### config.mk
export PLATFORM = sky130hd
export DESIGN_NAME = positional_list_engine_unit
export DESIGN_NICKNAME = d
export VERILOG_FILES = /design/src/design/ple_pkg.sv /design/src/design/ple_cell.sv /design/src/design/ple_ctrl.sv /design/src/design/positional_list_engine_unit.sv
export SDC_FILE = /design/constraint.sdc
export NUM_CORES = 2
export LEC_CHECK = 0
export ABC_AREA = 1
export BUFFER_PORTS_ARGS = -buffer_cell sky130_fd_sc_hd__clkbuf_2
export CORE_MARGIN = 2
export CORE_UTILIZATION = 31
export DETAILED_ROUTE_END_ITERATION = 7
export PLACE_DENSITY_LB_ADDON = 0.08
export SLEW_MARGIN = 20
export SYNTH_ARGS = -nofsm -noshare
export SYNTH_HDL_FRONTEND = slang
export SYNTH_SLANG_ARGS = --single-unit
### constraint.sdc
create_clock -name clk -period 7.4 [get_ports clk]
set_input_delay 0.74 -clock clk [delete_from_list [all_inputs] [get_ports clk]]
set_output_delay 0.74 -clock clk [all_outputs]
set_load 0.1 [all_outputs]
### src/design/ple_pkg.sv
// ----------------------------------------------------------------------------
// ple_pkg
// shared constants, codes and bundle types of the positional list engine
// ----------------------------------------------------------------------------
package ple_pkg;

  // list geometry
  localparam int CAPACITY   = 32;
  localparam int DATA_WIDTH = 32;

  localparam int IDX_W = (CAPACITY > 1) ? $clog2(CAPACITY) : 1;
  localparam int CNT_W = $clog2(CAPACITY + 1);

  // request field widths
  localparam int REQ_W = 3;
  localparam int VAL_W = 32;
  localparam int POS_W = 6;
  localparam int OCC_W = 6;
  localparam int ST_W  = 2;

  // width used for position against count compares
  localparam int CMP_W = (CNT_W > POS_W) ? CNT_W : POS_W;

  // width used when widening a stored element to the result field
  localparam int WIDE_W = (DATA_WIDTH > VAL_W) ? DATA_WIDTH : VAL_W;

  // request codes
  localparam logic [REQ_W-1:0] REQ_INS_HEAD = 3'd0;
  localparam logic [REQ_W-1:0] REQ_INS_TAIL = 3'd1;
  localparam logic [REQ_W-1:0] REQ_INS_POS  = 3'd2;
  localparam logic [REQ_W-1:0] REQ_DEL_HEAD = 3'd3;
  localparam logic [REQ_W-1:0] REQ_DEL_TAIL = 3'd4;
  localparam logic [REQ_W-1:0] REQ_DEL_POS  = 3'd5;

  // status codes
  localparam logic [ST_W-1:0] ST_OK    = 2'd0;
  localparam logic [ST_W-1:0] ST_RANGE = 2'd1;
  localparam logic [ST_W-1:0] ST_EMPTY = 2'd2;
  localparam logic [ST_W-1:0] ST_FULL  = 2'd3;

  // shift command broadcast to every cell of the row
  typedef struct packed {
    logic                  ins;
    logic                  del;
    logic [IDX_W-1:0]      idx;
    logic [DATA_WIDTH-1:0] value;
  } cmd_t;

  // per-request result fields from the controller
  typedef struct packed {
    logic [ST_W-1:0]  status;
    logic             removed_valid;
    logic [CNT_W-1:0] count;
  } res_t;

endpackage

### src/design/ple_cell.sv
// ----------------------------------------------------------------------------
// ple_cell
// one storage slot of the list row, shifts toward head or tail on command
// ----------------------------------------------------------------------------
module ple_cell (
  input  logic                               clk,
  input  ple_pkg::cmd_t                      cmd,
  input  logic [ple_pkg::IDX_W-1:0]          slot,
  input  logic [ple_pkg::DATA_WIDTH-1:0]     left,
  input  logic [ple_pkg::DATA_WIDTH-1:0]     right,
  output logic [ple_pkg::DATA_WIDTH-1:0]     data,
  output logic [ple_pkg::DATA_WIDTH-1:0]     hit_data
);

  logic at_idx;
  logic past_idx;

  assign at_idx   = (slot == cmd.idx);
  assign past_idx = (slot > cmd.idx);

  // insert opens a gap at idx, delete closes it
  always_ff @(posedge clk) begin
    if (cmd.ins) begin
      if (past_idx) begin
        data <= left;
      end else if (at_idx) begin
        data <= cmd.value;
      end
    end else if (cmd.del) begin
      if (past_idx || at_idx) begin
        data <= right;
      end
    end
  end

  // contents of the addressed slot, zero elsewhere
  assign hit_data = at_idx ? data : '0;

endmodule

### src/design/ple_ctrl.sv
// ----------------------------------------------------------------------------
// ple_ctrl
// request decode, range checks and element count of the list
// ----------------------------------------------------------------------------
module ple_ctrl (
  input  logic                                clk,
  input  logic                                rst,
  input  logic                                accept,
  input  logic [ple_pkg::REQ_W-1:0]           req_type,
  input  logic signed [ple_pkg::VAL_W-1:0]    value,
  input  logic [ple_pkg::POS_W-1:0]           position,
  output ple_pkg::cmd_t                       cmd,
  output ple_pkg::res_t                       res
);

  logic [ple_pkg::CNT_W-1:0] length;
  logic [ple_pkg::CNT_W-1:0] length_next;
  logic [ple_pkg::CMP_W-1:0] len_c;
  logic [ple_pkg::CMP_W-1:0] pos_c;
  logic [ple_pkg::CMP_W-1:0] pos_m1;
  logic                      pos_bad;
  logic                      full;
  logic                      empty;
  logic [ple_pkg::ST_W-1:0]  status;
  logic                      do_ins;
  logic                      do_del;
  logic [ple_pkg::IDX_W-1:0] idx;

  assign len_c   = ple_pkg::CMP_W'(length);
  assign pos_c   = ple_pkg::CMP_W'(position);
  assign pos_m1  = pos_c - 1'b1;
  assign pos_bad = (pos_c == '0) || (pos_c > len_c);
  assign full    = (length >= ple_pkg::CNT_W'(ple_pkg::CAPACITY));
  assign empty   = (length == '0);

  // decode request into status and shift command
  always_comb begin
    status = ple_pkg::ST_OK;
    do_ins = 1'b0;
    do_del = 1'b0;
    idx    = '0;
    case (req_type)
      ple_pkg::REQ_INS_HEAD: begin
        if (full) status = ple_pkg::ST_FULL;
        else do_ins = 1'b1;
      end
      ple_pkg::REQ_INS_TAIL: begin
        if (full) begin
          status = ple_pkg::ST_FULL;
        end else begin
          do_ins = 1'b1;
          idx    = length[ple_pkg::IDX_W-1:0];
        end
      end
      ple_pkg::REQ_INS_POS: begin
        if (full) begin
          status = ple_pkg::ST_FULL;
        end else if (pos_bad) begin
          status = ple_pkg::ST_RANGE;
        end else begin
          do_ins = 1'b1;
          idx    = pos_m1[ple_pkg::IDX_W-1:0];
        end
      end
      ple_pkg::REQ_DEL_HEAD: begin
        if (empty) status = ple_pkg::ST_EMPTY;
        else do_del = 1'b1;
      end
      ple_pkg::REQ_DEL_TAIL: begin
        if (empty) begin
          status = ple_pkg::ST_EMPTY;
        end else begin
          do_del = 1'b1;
          idx    = ple_pkg::IDX_W'(length - 1'b1);
        end
      end
      ple_pkg::REQ_DEL_POS: begin
        if (empty) begin
          status = ple_pkg::ST_EMPTY;
        end else if (pos_bad) begin
          status = ple_pkg::ST_RANGE;
        end else begin
          do_del = 1'b1;
          idx    = pos_m1[ple_pkg::IDX_W-1:0];
        end
      end
      default: status = ple_pkg::ST_RANGE;
    endcase
  end

  // count after this request
  always_comb begin
    length_next = length;
    if (do_ins) length_next = length + 1'b1;
    else if (do_del) length_next = length - 1'b1;
  end

  always_ff @(posedge clk) begin
    if (rst) begin
      length <= '0;
    end else if (accept) begin
      length <= length_next;
    end
  end

  assign cmd.ins   = accept && do_ins;
  assign cmd.del   = accept && do_del;
  assign cmd.idx   = idx;
  assign cmd.value = ple_pkg::DATA_WIDTH'(value);

  assign res.status        = status;
  assign res.removed_valid = do_del;
  assign res.count         = length_next;

  // count stays within the row
  a_len_bound: assert property (@(posedge clk) disable iff (rst)
    length <= ple_pkg::CNT_W'(ple_pkg::CAPACITY))
    else $error("list count beyond capacity");

  // a rejected request leaves the count alone
  a_reject_hold: assert property (@(posedge clk) disable iff (rst)
    accept && (status != ple_pkg::ST_OK) |=> length == $past(length))
    else $error("rejected request changed count");

  // only one of insert and delete at a time
  a_one_op: assert property (@(posedge clk) disable iff (rst)
    !(cmd.ins && cmd.del))
    else $error("insert and delete together");

endmodule

### src/design/positional_list_engine_unit.sv
// ----------------------------------------------------------------------------
// positional_list_engine_unit
// an accepted request's result is loaded into the result register at the accepting edge
// throughput: one request per cycle while results are taken, the whole row of cells shifts at the same edge
// a stalled result blocks new requests until it is taken
// reset clears the count and result valid, cell contents are left as they are
// ----------------------------------------------------------------------------
module positional_list_engine_unit (
  input  logic        clk,
  input  logic        rst,
  input  logic        s_tvalid,
  output logic        s_tready,
  // req_type[2:0], value[34:3], position[40:35], zero fill
  input  logic [47:0] s_tdata,
  output logic        m_tvalid,
  input  logic        m_tready,
  // status[1:0], removed_valid[2], removed_value[34:3], occupancy[40:35], zero fill
  output logic [47:0] m_tdata
);

  localparam int N = ple_pkg::CAPACITY;
  localparam int W = ple_pkg::DATA_WIDTH;

  logic                             accept;
  logic [ple_pkg::REQ_W-1:0]        req_type;
  logic signed [ple_pkg::VAL_W-1:0] value;
  logic [ple_pkg::POS_W-1:0]        position;
  ple_pkg::cmd_t                    cmd;
  ple_pkg::res_t                    res;

  logic [W-1:0] cell_data [N];
  logic [W-1:0] cell_hit  [N];
  logic [W-1:0] removed_sel;
  logic signed [ple_pkg::WIDE_W-1:0] removed_wide;

  logic [ple_pkg::ST_W-1:0]  status;
  logic                      removed_valid;
  logic [ple_pkg::VAL_W-1:0] removed_value;
  logic [ple_pkg::OCC_W-1:0] occupancy;

  // unpack request
  assign req_type = s_tdata[2:0];
  assign value    = s_tdata[34:3];
  assign position = s_tdata[40:35];

  assign s_tready = !m_tvalid || m_tready;
  assign accept   = s_tvalid && s_tready;

  ple_ctrl u_ctrl (
    .clk      (clk),
    .rst      (rst),
    .accept   (accept),
    .req_type (req_type),
    .value    (value),
    .position (position),
    .cmd      (cmd),
    .res      (res)
  );

  // row of cells, each neighbor feeds the next
  for (genvar i = 0; i < N; i++) begin : g_cell
    logic [W-1:0] left;
    logic [W-1:0] right;
    if (i == 0) begin : g_head
      assign left = '0;
    end else begin : g_mid_l
      assign left = cell_data[i-1];
    end
    if (i == N - 1) begin : g_tail
      assign right = '0;
    end else begin : g_mid_r
      assign right = cell_data[i+1];
    end
    ple_cell u_cell (
      .clk      (clk),
      .cmd      (cmd),
      .slot     (ple_pkg::IDX_W'(i)),
      .left     (left),
      .right    (right),
      .data     (cell_data[i]),
      .hit_data (cell_hit[i])
    );
  end

  // gather the addressed slot before it shifts
  always_comb begin
    removed_sel = '0;
    for (int k = 0; k < N; k++) begin
      removed_sel = removed_sel | cell_hit[k];
    end
  end

  assign removed_wide = ple_pkg::WIDE_W'($signed(removed_sel));

  // result register
  always_ff @(posedge clk) begin
    if (rst) begin
      m_tvalid <= 1'b0;
    end else if (accept) begin
      m_tvalid <= 1'b1;
    end else if (m_tready) begin
      m_tvalid <= 1'b0;
    end
  end

  always_ff @(posedge clk) begin
    if (accept) begin
      status        <= res.status;
      removed_valid <= res.removed_valid;
      removed_value <= res.removed_valid ? removed_wide[ple_pkg::VAL_W-1:0] : '0;
      occupancy     <= ple_pkg::OCC_W'(res.count);
    end
  end

  assign m_tdata = {7'd0, occupancy, removed_value, removed_valid, status};

  // a removed element only comes with a good status
  a_removed_ok: assert property (@(posedge clk) disable iff (rst)
    m_tvalid && removed_valid |-> status == ple_pkg::ST_OK)
    else $error("removed element with failing status");

  // no removed element means a zero value field
  a_removed_zero: assert property (@(posedge clk) disable iff (rst)
    m_tvalid && !removed_valid |-> removed_value == '0)
    else $error("stray removed value");

  // a good insert leaves the list nonempty
  a_ins_nonempty: assert property (@(posedge clk) disable iff (rst)
    m_tvalid && (status == ple_pkg::ST_OK) && !removed_valid |-> occupancy != '0)
    else $error("successful insert with empty list");

endmodule

==> flow_summary_export.csv <==
group,metric,value,unit
status,outcome,"finished clean",
sta,hold_ws,0.1610,ns
setup_path,crit_chain,"inv_1 -> ha_1 -> nand2_1 -> nor2_1 -> nand2_1 -> nand3_1 -> nand2_2 -> nand2_2 -> nor2_1 -> nor2_4 -> buf_4 -> nand3_1 -> nand2_4 -> clkinv_2 -> nor2_4 -> buf_12",
place,dpl-instance-area,67370,µm²
setup_path,ff2ff_path_depth,16,
clocking,post-cts-setup-buffers,0,
final_layout,drive_gt1_share,7.642,%
floorplanning,die_area,210800,µm²
power,power_switching,6994,µW
setup_path,reg2reg_from,"u_ctrl.len_c[2]",
place,dp_hpwl,214.8,mm
place,portBuffers,87,
sta,post-route-min-period,5.725,ns
setup_path,start_kind,"register",
synthesis,synth_commonest_cells,"nand2_1, o21ai_0, edfxtp_1, nor2_1, nand4_1",
sta,post-route-period-util,77.36,%
final_layout,layout.nets,7859,
setup_path,path_buf_inv,4,
synthesis,synth.most_common_cell,"nand2_1",
sta,drv_slew,0,
global_routing,track_usage,34.79,%
setup_path,cp-startpoint,"u_ctrl.len_c[2]",
place,gp_congestion,0.8999,
global_routing,grt_max_degree,216,
clocking,clk_pin_slew,0.06,ns
power,powerDensity,262.3,nW/µm²
final_layout,final_area,71690,µm²
setup_path,crit_arrival,6.20,ns
synthesis,synth_seq_area_share,50.01,%
power,total_power,18810,µW
floorplanning,io_pins,102,
power,vdd_drop_max,326.9,µV
setup_path,r2r-end,"g_cell[8].u_cell.data[1]",
synthesis,yosysTopAreaCellShare,49.79,%
sta,skew,0.03357,ns
setup_path,end_kind,"register",
power,switching_share,37.19,%
sta,fmax,174.7,MHz
clocking,cts.sinks,1072,
synthesis,synth-seq-cells,1072,
global_routing,overflow,0,
clocking,cts_made_buffers,140,
synthesis,yosysWarningCount,0,
synthesis,synth_area,64230,µm²
setup_path,cp-endpoint,"g_cell[8].u_cell.data[1]",
clocking,hold_buffers,0,
route,avgRoutedWirePerCell,35.61,µm
clocking,cts_tree,"built",
clocking,cts_resized,0,
power,p_int,11810,µW
sta,finalSetupViolCount,0,
synthesis,async_reset_ff_share,0,%
clocking,cts_root_buf,"clkbuf_16",
sta,setup-tns-final,0,ns
setup_path,cp_num_cells,16,
setup_path,critPathRequiredTime,7.88,ns
route,postRouteWirelength,378.2,mm
final_layout,areaGrowthSynthToFinish,11.63,%
setup_path,reg2reg_slack,1.68,ns
power,leakagePower,0.02824,µW
sta,rsz0062_at_grt,"no",
synthesis,synth.area.top_cells,"edfxtp_1, o21ai_0, nand2_1",
clocking,cts_buffer_depth,3,
synthesis,synth_top_area_cell,"edfxtp_1",
clocking,cts_max_level,4,
setup_path,worstPathMaxFanout,25,
power,seqPwrFrac,40.8,%
global_routing,antenna_found_initial,40,
sta,slew_headroom,12.11,%
power,combPwrFrac,23.3,%
min_path,hold_depth,2,
clocking,insertion_delay,0.85,ns
sta,worst_slew_pin_slew,1.318,ns
setup_path,cpPeakStageDelay,0.75,ns
synthesis,synth.avg_cell_area,7.912,µm²
setup_path,crit_family,"simple AND/OR/NAND/NOR gates",
route,viasPerCell,6.232,
job,cap_viol_max_count,0,
setup_path,slowest_stage,"nor2_4",
route,ant_nets,0,
min_path,hold_path_class,"input pin to register",
synthesis,synth.distinct_cells,40,
global_routing,grt_pass1_vias,60670,
synthesis,synth_edf_count,1065,
global_routing,grt_pass1_wl,511.1,mm
floorplanning,initial_utilization,31.11,%
synthesis,syn_inst,8117,
route,vias,66180,
setup_path,criticalPathCategory,"register to register",
route,first_pass_iters,6,
synthesis,yosys_most_used_dff,"edfxtp_1",
floorplanning,die_w,459.2,µm
route,drc,0,
sta,hold_viol_final,0,
route,drt_iter0_drc,10420,
floorplanning,row_count,167,
floorplanning,core,206400,µm²
power,clock_power_share,35.8,%
floorplanning,die_y,459.2,µm
-- stage by stage --
stage          setup slack [ns]  util [%]  cells
2_1_floorplan            0.7966         -   8123
3_3_place_gp              1.593     32.60  10360
3_5_place_dp              1.582     32.63  10360
4_1_cts                   1.816     34.69  10590
5_1_grt                   1.629     34.71  10610
6_report                  1.675     34.73  10620
-- cells by family after synthesis --
group / Yosys count / synth area share [%]
compound gates: 2271 / 18.00
xor+xnor: 6 / 0.08182
fa+ha+maj: 10 / 0.1948
buf+inv: 1162 / 7.407
flops: 1072 / 50.01
mux: 1 / 0.01559
other cells: 1 / 0.005839
simple gates: 3594 / 24.28
-- cells in the final DEF, fill, tap and decap left out, drive strengths merged, types with 7 or more instances in the layout --
| cell type | instances |
|---|---|
| a21oi | 508 |
| buf | 209 |
| clkbuf | 268 |
| clkinv | 78 |
| conb | 7 |
| dfxtp | 7 |
| diode | 24 |
| edfxtp | 1065 |
| ha | 10 |
| inv | 369 |
| nand2 | 1761 |
| nand3 | 414 |
| nand4 | 560 |
| nor2 | 854 |
| o21ai | 1692 |
| o221ai | 31 |
| o22ai | 33 |
-- metal layers --
layer	global-route usage [%]	wire [µm]
met3	7.140	40680
met2	51.24	161800
met4	18.63	21560
met1	47.76	154100
met5	0	42
-- power groups by stage --
stage | registers (µW) | logic, µW | clock network, µW
6_report | 7680 | 4390 | 6740
3_3_place_gp | 7790 | 4170 | 0
4_1_cts | 7670 | 4200 | 6810
2_1_floorplan | 7800 | 1970 | 0
5_1_grt | 7720 | 4450 | 7010
3_5_place_dp | 7790 | 4190 | 0
-- final cells by class --
class | instances | area (µm²)
repair buffers | 296 | 2431
fillers | 21780 | 134700
diodes | 24 | 60.06
clock inverters | 55 | 483.0
multi-input cells | 5889 | 27940
inverters | 398 | 1523
clock buffers | 181 | 3751
flip-flops and latches | 1072 | 32120
well taps | 2704 | 3383
-- sequential cells by signal (all words and copies together), names as in the netlist --
signal / cells
occupancy: 6
removed_valid: 1
status: 2
u_ctrl.len_c: 6
removed_value: 32
g_cell.u_cell.data: 1024
m_tvalid: 1
-- worst min path at each step --
stage | from | endpoint | slack, ns
floorplan | u_ctrl.len_c[0] | u_ctrl.len_c[0] | 0.50
global placement | m_tvalid | m_tvalid | 0.50
detailed placement | m_tvalid | m_tvalid | 0.52
CTS | rst | m_tvalid | 0.11
global route | rst | m_tvalid | 0.15
finish | rst | m_tvalid | 0.16
Power figures use the tool's default switching activity.
